File: config.mk
export PLATFORM = sky130hd
export DESIGN_NAME = pcfrl_addsub
export DESIGN_NICKNAME = d
export VERILOG_FILES = /design/src/rtl/core/pcfrl_pkg.sv /design/src/rtl/core/pcfrl_addsub.sv
export SDC_FILE = /design/constraint.sdc
export NUM_CORES = 1
export LEC_CHECK = 0
export BUFFER_PORTS_ARGS = -buffer_cell sky130_fd_sc_hd__buf_2
export CAP_MARGIN = 20
export CORE_ASPECT_RATIO = 1.4
export CORE_MARGIN = 2
export CORE_UTILIZATION = 47
export DETAILED_ROUTE_END_ITERATION = 16
export PLACE_DENSITY_LB_ADDON = 0.2
export SETUP_SLACK_MARGIN = 0.2
export SLEW_MARGIN = 10
export SYNTH_ARGS = -nofsm -noshare
export SYNTH_HDL_FRONTEND = slang
export SYNTH_SLANG_ARGS = --single-unit
File: constraint.sdc
create_clock -name vclk -period 4.3
set_input_delay 0.645 -clock vclk [all_inputs]
set_output_delay 0.645 -clock vclk [all_outputs]
set_load 0.02 [all_outputs]
File: src/rtl/core/pcfrl_pkg.sv
`default_nettype none

package pcfrl_pkg;

    localparam int unsigned LEVEL_W    = 16;
    localparam int unsigned CLIENT_W   = 10;
    // wide enough to hold the largest client count (4096)
    localparam int unsigned COUNT_W    = 13;
    localparam int unsigned CFG_ADDR_W = 5;
    localparam int unsigned CFG_DATA_W = 32;
    localparam int unsigned CFG_IDX_W  = 3;

    localparam int unsigned CLIENT_COUNT_DEF = 1024;

    localparam logic [LEVEL_W-1:0] LEVEL_MAX = '1;

    // register indexes on the configuration port
    localparam logic [CFG_IDX_W-1:0] REG_FLOOD_LIMIT    = 3'd0;
    localparam logic [CFG_IDX_W-1:0] REG_WARN_THRESHOLD = 3'd1;
    localparam logic [CFG_IDX_W-1:0] REG_COMMAND_WEIGHT = 3'd2;
    localparam logic [CFG_IDX_W-1:0] REG_CHAT_WEIGHT    = 3'd3;
    localparam logic [CFG_IDX_W-1:0] REG_DECLINE        = 3'd4;

    localparam logic [LEVEL_W-1:0] RST_FLOOD_LIMIT    = 16'd1000;
    localparam logic [LEVEL_W-1:0] RST_WARN_THRESHOLD = 16'd500;
    localparam logic [LEVEL_W-1:0] RST_COMMAND_WEIGHT = 16'd100;
    localparam logic [LEVEL_W-1:0] RST_CHAT_WEIGHT    = 16'd100;
    localparam logic [LEVEL_W-1:0] RST_DECLINE        = 16'd10;

    typedef enum logic [1:0] {
        OP_COMMAND = 2'd0,
        OP_CHAT    = 2'd1,
        OP_TICK    = 2'd2,
        OP_CONNECT = 2'd3
    } t_op;

    typedef struct packed {
        t_op                 operation;
        logic [CLIENT_W-1:0] client;
    } t_req;

    typedef struct packed {
        logic               kicked;
        logic               warned;
        logic               accepted;
        logic [LEVEL_W-1:0] level_after;
    } t_rsp;

endpackage

`default_nettype wire

File: src/rtl/core/pcfrl_addsub.sv
`default_nettype none

// saturating add, or subtract with a floor of zero
module pcfrl_addsub (
    input  wire logic [pcfrl_pkg::LEVEL_W-1:0] i_a,
    input  wire logic [pcfrl_pkg::LEVEL_W-1:0] i_b,
    input  wire logic                          i_sub,
    output logic      [pcfrl_pkg::LEVEL_W-1:0] o_y
);
    import pcfrl_pkg::*;

    logic [LEVEL_W:0] opb;
    logic [LEVEL_W:0] sum;

    assign opb = i_sub ? (~{1'b0, i_b} + {{LEVEL_W{1'b0}}, 1'b1}) : {1'b0, i_b};
    assign sum = {1'b0, i_a} + opb;

    always_comb begin
        if (i_sub) begin
            // top bit set means a borrow
            o_y = sum[LEVEL_W] ? '0 : sum[LEVEL_W-1:0];
        end else begin
            o_y = sum[LEVEL_W] ? LEVEL_MAX : sum[LEVEL_W-1:0];
        end
    end

endmodule

`default_nettype wire

## Word-level counts from Yosys, hierarchy flattened

Cells that the tools add are included.

| word-level totals | value |
|---|---|
| memories kept | 0 |
| memory bits (writable) | 0 |
| bits in registers | 0 |
| latch bits | 0 |
| ROM bits | 0 |
| logic and storage cells | 7 |

| operators by class | value |
|---|---|
| add/sub/neg operators | 2 |
| reduce and logical (&&, ||, !) cells | 0 |
| shifts and indexed selects | 0 |
| bitwise logic cells | 1 |
| multiply operators | 0 |
| order comparisons | 0 |
| equality and inequality tests | 0 |
| multiplexer cells | 4 |
| div/mod/pow operators | 0 |

Operator list:

| cell | number |
|---|---|
| 16-bit 2-to-1 mux | 3 |
| 16-bit by 17-bit adder with 17-bit output | 1 |
| 17-bit by 1-bit adder with 17-bit output (second input constant) | 1 |
| 17-bit 2-to-1 mux | 1 |
| 16-bit inverter with 17-bit output | 1 |

## Depth between registers and ports, before layout

Gate-level depths: netlist (run 1).

| logic depth | value |
|---|---|
| word-level depth | 6 |
| gate-level depth with buffers | 16 |

## Worst setup path before layout (run 1)

Ideal clock, no wire load.

| timing | value |
|---|---|
| path kind | in2out |
| start point | in i_b[1] (netlist name) |
| end point | out o_y[13] (netlist name) |
| stages | 15 |
| path slack | -0.471 ns |
| required time | 3.655 ns |
| arrival time | 4.126 ns |
| path buffers | 1 |
| path through | inv_1 ha_1 nand2b_4 or4_4 or3_1 a21oi_1 nand2_1 xor2_1 ha_1 and3_1 a221o_1 a211oi_2 xnor2_2 buf_6 mux2i_1 |

| between the ends | value |
|---|---|
| word-level cells in the longest chain between the ends | 6 |
| elaborated cells on any way between the ends | 7 |

RTL lines:

| element | RTL line | source |
|---|---|---|
| start, declared | pcfrl_addsub.sv:6 | `input wire logic [pcfrl_pkg::LEVEL_W-1:0] i_b,` |
| 16-bit inverter with 17-bit output | pcfrl_addsub.sv:15 | `assign opb = i_sub ? (~{1'b0, i_b} + {{LEVEL_W{1'b0}}, 1'b1}) : {1'b0, i_b};` |
| 17-bit by 1-bit adder with 17-bit output | pcfrl_addsub.sv:15 |  |
| 17-bit 2-to-1 mux (*) | pcfrl_addsub.sv:15 |  |
| 16-bit by 17-bit adder with 17-bit output (*) | pcfrl_addsub.sv:16 | `assign sum = {1'b0, i_a} + opb;` |
| 16-bit 2-to-1 mux, on equally long branches | pcfrl_addsub.sv:23, pcfrl_addsub.sv:21 |  |
| 16-bit 2-to-1 mux (*) | pcfrl_addsub.sv:19 | `if (i_sub) begin` |
| end, declared | pcfrl_addsub.sv:8 | `output logic [pcfrl_pkg::LEVEL_W-1:0] o_y` |

Every way passes the cells marked *; elsewhere a longest branch is shown, timed or not.

## Final worst setup path (run 1)

| timing | value |
|---|---|
| start point | in i_b[3] (netlist name) |
| end point | out o_y[7] (netlist name) |

The elaborated chain is that of the path after synthesis.

==> impl_table.tex, run 1 <==
\begin{tabular}{lr}
\hline
Metric & Value \\
\hline
\multicolumn{2}{l}{\textbf{Status}} \\
\quad Run status & complete, but fails checks \\
\quad Failing checks & negative setup slack \\
\multicolumn{2}{l}{\textbf{Synth}} \\
\quad Yosys synthesis warning count & 0 \\
\quad Per-instance average area after synthesis & 7.48 um2 \\
\quad Post-synthesis cell type count & 41 \\
\quad Mapped Area & 1260 um2 \\
\quad Synthesized netlist net count & 220 \\
\quad Instance count of the mapped netlist & 169 \\
\quad Part of the Yosys area used for sequential elements & 0\% \\
\multicolumn{2}{l}{\textbf{Power and ir drop}} \\
\quad Max rail drop VDD & 0.282 mV \\
\quad Sum of internal, switching and leakage power & 0.607 mW \\
\quad Power density over cell area & $\sim$270 nW/um2 \\
\quad Reported leakage power & 1.13 nW \\
\multicolumn{2}{l}{\textbf{Drt}} \\
\quad Antenna Violating Nets Remaining & 0 \\
\quad Number of violations reported at the end of detailed-routing iteration 0 & 75 \\
\quad Total wirelength of the detailed-routed design & between 5000 and 6000 um \\
\quad Post-detailed-route wirelength per cell & 17.1 um \\
\quad Vias post-DR & between 1500 and 2000 \\
\quad DRC violations left & 0 \\
\quad Detailed-router iteration count before antenna repair & 4 \\
\quad Via/cell ratio & 6.03 \\
\multicolumn{2}{l}{\textbf{Worst setup path}} \\
\quad Data required time at the worst endpoint & 3650 ps \\
\quad CP dominant cell by count & buf\_6 \\
\quad Gate family responsible for the most delay along the worst path & compound AO/OA/AOI/OAI gates \\
\quad Worst Path Buf+Inv & 4 \\
\quad Startpoint type of the worst setup path & input pin \\
\quad Cell breakdown of the critical path & buf\_6 -> or3\_4 -> o21a\_1 -> a21oi\_2 -> nand2\_1 -> xor2\_1 -> ha\_1 -> a21o\_1 -> a311o\_1 -> a221o\_1 -> a211oi\_4 -> buf\_6 -> xnor2\_4 -> buf\_12 -> a21o\_1 -> buf\_6 \\
\quad Data arrival, critical path & 3990 ps \\
\quad Critical path peak fanout & 8 \\
\quad Critical-path top delay cell & or3\_4 \\
\quad Peak per-stage delay on the critical path & 380 ps \\
\quad Setup crit end kind & output port \\
\quad Kind of critical path & input pin to output port \\
\multicolumn{2}{l}{\textbf{Timing}} \\
\quad Final hold slack & approximately 1700 ps \\
\quad Number of hold violations in the final report & 0 \\
\quad Fin worst setup slack & -337 ps \\
\quad Worst-margin pin slew & roughly 510 ps \\
\quad Minimum clock period after layout & 4640 ps \\
\quad RSZ-0062 raised after global routing & true \\
\quad Upper clock frequency limit & 216 MHz \\
\quad Number of setup violations in the final report & 16 \\
\quad Pins over their slew limit & 0 \\
\quad Slew Limit Headroom & between 60\% and 70\% \\
\quad Tcrit/Tclk final & 108\% \\
\multicolumn{2}{l}{\textbf{GRT}} \\
\quad Global-route usage over all layers & about a third \\
\quad Pin count of the biggest net entering global routing & 13 \\
\quad Global-route wire length before repair & roughly 7600 um \\
\quad Vias in the first global route & approximately 1800 \\
\quad Initial antenna violation count & 0 \\
\quad Global-route congestion overflow total & 0 \\
\multicolumn{2}{l}{\textbf{Die}} \\
\quad Site Rows & 22 \\
\quad Starting utilization of the core area & 48.8\% \\
\quad Floorplan die area & $\sim$3100 um2 \\
\quad Core ar. & 2590 um2 \\
\quad Top-Level Pins & 49 \\
\quad Vertical die dimension & 65.4 um \\
\quad Die Wd & 47.8 um \\
\multicolumn{2}{l}{\textbf{Finish}} \\
\quad Clock buffer instance count of the final layout & 0 \\
\quad Antenna diode instance count & 0 \\
\quad Area occupied by registers & 0 um2 \\
\quad Multi-input gate area & 1350 um2 \\
\quad Fill count & 147 \\
\quad Commonest cells after routing, fill and taps aside & buf\_4, buf\_2, buf\_6 \\
\quad Most common library cell in the layout ignoring fill and taps & buf\_4 \\
\quad Area delta synth->final & 80.3\% \\
\quad Total number of sequential cells & 0 \\
\quad Final cell area excluding filler cells & 2280 um2 \\
\quad Net count of the finished layout & 329 \\
\quad Share of final-layout standard cells stronger than drive strength 1 & 50.0\% \\
\multicolumn{2}{l}{\textbf{Place}} \\
\quad IO buf count & around 50 \\
\quad Post-Place Worst Slack & -543 ps \\
\quad Final weighted congestion in routability-driven placement & approximately 0.96 \\
\quad Detailed Place HPWL & 3530 um \\
\quad Placed Instance Area & approximately 2000 um2 \\
\multicolumn{2}{l}{\textbf{Clock network}} \\
\quad Hold Buf Count CTS & 0 \\
\multicolumn{2}{l}{\textbf{Run}} \\
\quad Reported max-cap violation count & 0 \\
\multicolumn{2}{l}{\textbf{Hold path}} \\
\quad Class of the worst hold path & input pin to output port \\
\hline
\end{tabular}
tightest hold or removal path, stage by stage:
cell and delay [ps]:
buf_2 80, ha_1 130, a21o_2 120, buf_6 110
power by group:
| group | switching (mW) | internal, mW |
|---|---|---|
| Sequential | 0 | 0 |
| Clock | 0 | 0 |
| Combinational | 0.296 | 0.312 |
cells by family (layout without fill, tap and decap cells):
kind of cell | Yosys count | count (layout) | share of synthesized area (%)
AND/OR/NAND/NOR | 43 | 43 | 19.0
XOR/XNOR | 25 | 26 | 17.9
AO/OA/AOI/OAI | 72 | 72 | 39.3
buffers and inverters | 8 | 114 | 2.97
multiplexers | 3 | 3 | 2.38
adder cells (fa/ha/maj) | 18 | 18 | 18.4
cell usage after synthesis (3+ instances only):
| cell type | number | area (um2) |
|---|---|---|
| a21o_2 | 3 | 26.3 |
| a211oi_1 | 6 | 45.0 |
| xor2_1 | 7 | 61.3 |
| a21oi_1 | 18 | 90.1 |
| ha_1 | 17 | 213 |
| nand2_1 | 13 | 48.8 |
| nor2_1 | 4 | 15.0 |
| xnor2_1 | 17 | 149 |
| or3_1 | 5 | 31.3 |
| o21ai_0 | 10 | 50.1 |
| a21o_1 | 14 | 105 |
| clkbuf_1 | 3 | 11.3 |
| mux2i_1 | 3 | 30.0 |
| nand2b_1 | 4 | 25.0 |
| a2111oi_0 | 3 | 26.3 |
| nor3_1 | 4 | 20.0 |
| inv_1 | 4 | 15.0 |
| o21a_1 | 5 | 37.5 |
timing repair:
action / CTS / global route
endpoints found under the setup margin: 16 / 16
gates cloned: 1 / 1
pin swaps: 19 / 7
gates resized for setup: 43 / 10
setup buffers: 7 / 3
area by class of cell:
class                           instances  share of cell area (%)
Inverter                                4                    1.43
Multi-Input combinational cell        162                    59.1
Tap cell                               36                    1.98
Timing Repair Buffer                  110                    37.5
layer usage:
layer	part of all wire, %	track usage (%)	routed length, um	vias up
li1	-	-	-	867
met1	35	32.7	1840	886
met2	56	65.3	3020	104
met3	5.7	2.75	304	24
met4	3.3	7.77	178	0
met5	0	0	0	-
path summary, 6_finish.rpt:
check               from     end  slack (ps)  depth (start not counted)
setup / recovery  i_b[3]  o_y[7]        -340                         16
hold / removal    i_a[0]  o_y[0]        1730                          4
metrics by stage:
| step | util [%] | setup TNS, ps | cells |
|---|---|---|---|
| global placement | 76.5 | -6210 | 300 |
| detailed placement | 76.5 | -7650 | 300 |
| finish | 88.1 | -4870 | 312 |
| CTS | 85.6 | -4970 | 308 |
| global route | 88.1 | -5860 | 312 |
| floorplan | - | -989 | 169 |
Power figures use the tool's default switching activity.
==> run 2: changes to the inputs <==
- MAX_ROUTING_LAYER: default -> met4
==> run 2 against run 1 <==
  * The run still ends with negative setup slack left
  * Largest cell class unchanged
  * Core utilization is 1.4 points lower
  * Combinational power is essentially flat
  * Flip-flop and latch count unchanged
==> impl_table.tex, run 2 (same netlist as run 1, synthesis figures left out) <==
\begin{tabular}{lr}
\hline
Metric & Value \\
\hline
\multicolumn{2}{l}{\textbf{GRT}} \\
\quad Global-route usage over all layers & 32.5\% (-0.072 points) \\
\quad Vias in the first global route & 1783 (-0.67\%) \\
\quad Initial antenna violation count & 0 (unchanged) \\
\quad Global-route congestion overflow total & 0 (unchanged) \\
\quad Global-route wire length before repair & 7470 um (-1.6\%) \\
\quad Pin count of the biggest net entering global routing & 11 (-2) \\
\multicolumn{2}{l}{\textbf{Power and ir drop}} \\
\quad Switching share of power & 48.2\% (-0.49 points) \\
\quad Sum of internal, switching and leakage power & 0.604 mW (-0.54\%) \\
\quad Part of the power in combinational logic & 100.0\% (about the same) \\
\quad Power density over cell area & 269 nW/um2 (+1.0\%) \\
\quad Relative contribution of sequential cells to total power & 0\% (unchanged) \\
\quad Net switching power of the design & 0.291 mW (-1.5\%) \\
\quad Internal power of the cells & 0.313 mW (+0.41\%) \\
\quad Reported leakage power & 1.10 nW (-2.2\%) \\
\quad Clock network power share & 0\% (unchanged) \\
\quad Max rail drop VDD & 0.329 mV (+17\%) \\
\multicolumn{2}{l}{\textbf{Drt}} \\
\quad Detailed-router iteration count before antenna repair & 4 (unchanged) \\
\quad Total wirelength of the detailed-routed design & 5340 um (about the same) \\
\quad Via/cell ratio & 5.98 (-0.86\%) \\
\quad Post-detailed-route wirelength per cell & 17.4 um (+1.9\%) \\
\quad DRC violations left & 0 (unchanged) \\
\quad Vias post-DR & 1829 (-2.8\%) \\
\quad Antenna Violating Nets Remaining & 0 (unchanged) \\
\quad Number of violations reported at the end of detailed-routing iteration 0 & 73 (-2.7\%) \\
\multicolumn{2}{l}{\textbf{Hold path}} \\
\quad Class of the worst hold path & input pin to output port \\
\quad Hold path startpoint & i\_a[0] \\
\multicolumn{2}{l}{\textbf{Worst setup path}} \\
\quad Data arrival, critical path & 4000 ps (about the same) \\
\quad Kind of critical path & input pin to output port \\
\quad Worst Setup SP & i\_b[3] \\
\quad Setup crit end kind & output port \\
\quad Startpoint type of the worst setup path & input pin \\
\quad Data required time at the worst endpoint & 3650 ps (about the same) \\
\quad Critical path peak fanout & 7 (-1) \\
\multicolumn{2}{l}{\textbf{Die}} \\
\quad Site Rows & 22 (unchanged) \\
\quad Die Wd & 47.8 um (unchanged) \\
\quad Top-Level Pins & 49 (unchanged) \\
\quad Floorplan die area & 3130 um2 (unchanged) \\
\quad Vertical die dimension & 65.4 um (unchanged) \\
\quad Core ar. & 2590 um2 (unchanged) \\
\quad Starting utilization of the core area & 48.8\% (unchanged) \\
\multicolumn{2}{l}{\textbf{Timing}} \\
\quad Minimum clock period after layout & 4640 ps (+4.52 ps) \\
\quad Slew Limit Headroom & 69.1\% (+3.6 points) \\
\quad Fin worst setup slack & -341 ps (-4.52 ps) \\
\quad Number of hold violations in the final report & 0 (unchanged) \\
\quad Number of setup violations in the final report & 16 (unchanged) \\
\quad Tcrit/Tclk final & 108\% (about the same) \\
\quad Pins over their slew limit & 0 (unchanged) \\
\quad Upper clock frequency limit & 215 MHz (about the same) \\
\quad Worst-margin pin slew & 459 ps (-46.5 ps) \\
\quad RSZ-0062 raised after global routing & true \\
\multicolumn{2}{l}{\textbf{Finish}} \\
\quad Total number of sequential cells & 0 (unchanged) \\
\quad Share of final-layout standard cells stronger than drive strength 1 & 48.5\% (-1.5 points) \\
\quad Most common library cell in the layout ignoring fill and taps & buf\_4 \\
\quad Area occupied by registers & 0 um2 (unchanged) \\
\quad Commonest cells after routing, fill and taps aside & buf\_4, buf\_2, buf\_6 \\
\quad Multi-input gate area & 1330 um2 (-0.93\%) \\
\quad Fill count & 163 (+11\%) \\
\quad Net count of the finished layout & 323 (-1.8\%) \\
\quad Clock buffer instance count of the final layout & 0 (unchanged) \\
\quad Final cell area excluding filler cells & 2240 um2 (-1.5\%) \\
\quad Area delta synth->final & 77.5\% \\
\quad Antenna diode instance count & 0 (unchanged) \\
\multicolumn{2}{l}{\textbf{Place}} \\
\quad IO buf count & 49 (unchanged) \\
\quad Detailed Place HPWL & 3610 um (+2.2\%) \\
\quad Final weighted congestion in routability-driven placement & 0.916 (-4.4\%) \\
\quad Placed Instance Area & 1960 um2 (-1.1\%) \\
\multicolumn{2}{l}{\textbf{Status}} \\
\quad Run status & complete, but fails checks \\
\quad Failing checks & negative setup slack \\
\multicolumn{2}{l}{\textbf{Run}} \\
\quad Reported max-cap violation count & 0 (unchanged) \\
\hline
\end{tabular}
-- run 2: changes by cell type in the layout (fill, tap and decap cells not counted), sizes merged --
| cell | delta |
|---|---|
| inv | +1 |
| buf | -6 |
| clkinv | -1 |
| xnor2 | -1 |
| clkbuf | +1 |
-- run 2: per-layer routing --
layer / share of wire [%] / global-route usage [%] / vias to the layer above
met5: 0 / - / -
met4: 4.1 / 8.78 / 0
met3: 5.7 / 1.92 / 25
met2: 55 / 61.7 / 89
met1: 36 / 33.7 / 861
li1: - / - / 854
-- run 2: what timing repair did --
action                     in CTS  in global routing
resized for setup              47                  9
buffers inserted                6                  2
cloned                          1                  0
hold buffers                    0                  0
setup endpoints to repair      16                 16
pin swaps                       7                 15
-- run 2: power groups by stage --
stage	Combinational, mW	Clock [mW]	Sequential, mW
after global routing	0.638	0	0
after floorplan	0.302	0	0
after global placement	0.461	0	0
after CTS	0.568	0	0
after detailed placement	0.475	0	0
final	0.604	0	0
-- run 2: per-stage QoR --
| step | setup WS [ps] | setup TNS [ps] | instances | utilization [%] | hold slack [ps] |
|---|---|---|---|---|---|
| finish | -341 | -4950 | 306 | 86.7 | 1770 |
| global route | -505 | -7630 | 306 | 86.7 | 1790 |
| CTS | -352 | -5000 | 304 | 83.9 | 1730 |
| detailed placement | -525 | -5090 | 297 | 75.6 | 1760 |
| global placement | -389 | -3130 | 297 | 75.6 | 1730 |
| floorplan | -159 | -989 | 169 | - | 1550 |
-- run 2: path summary, 6_finish.rpt --
check,endpoint,slack (ps),depth (start not counted)
setup / recovery,o_y[0],-340,16
hold / removal,o_y[0],1770,4
-- run 2: critical path, stage by stage --
cell	delay, ps
buf_6	90
or3_4	380
o21a_1	220
a21oi_2	160
nand2_1	100
xor2_1	170
ha_1	310
a21o_1	160
a311o_1	380
a221o_1	350
a211oi_4	280
xnor2_2	120
buf_12	160
buf_8	140
a21o_4	200
buf_6	120
-- run 2: final cells by class --
cell class	instances	share of cell area [%]
Multi-Input combinational cell	161	59.5
Timing Repair Buffer	105	37.1
Tap cell	36	2.01
Inverter	4	1.45
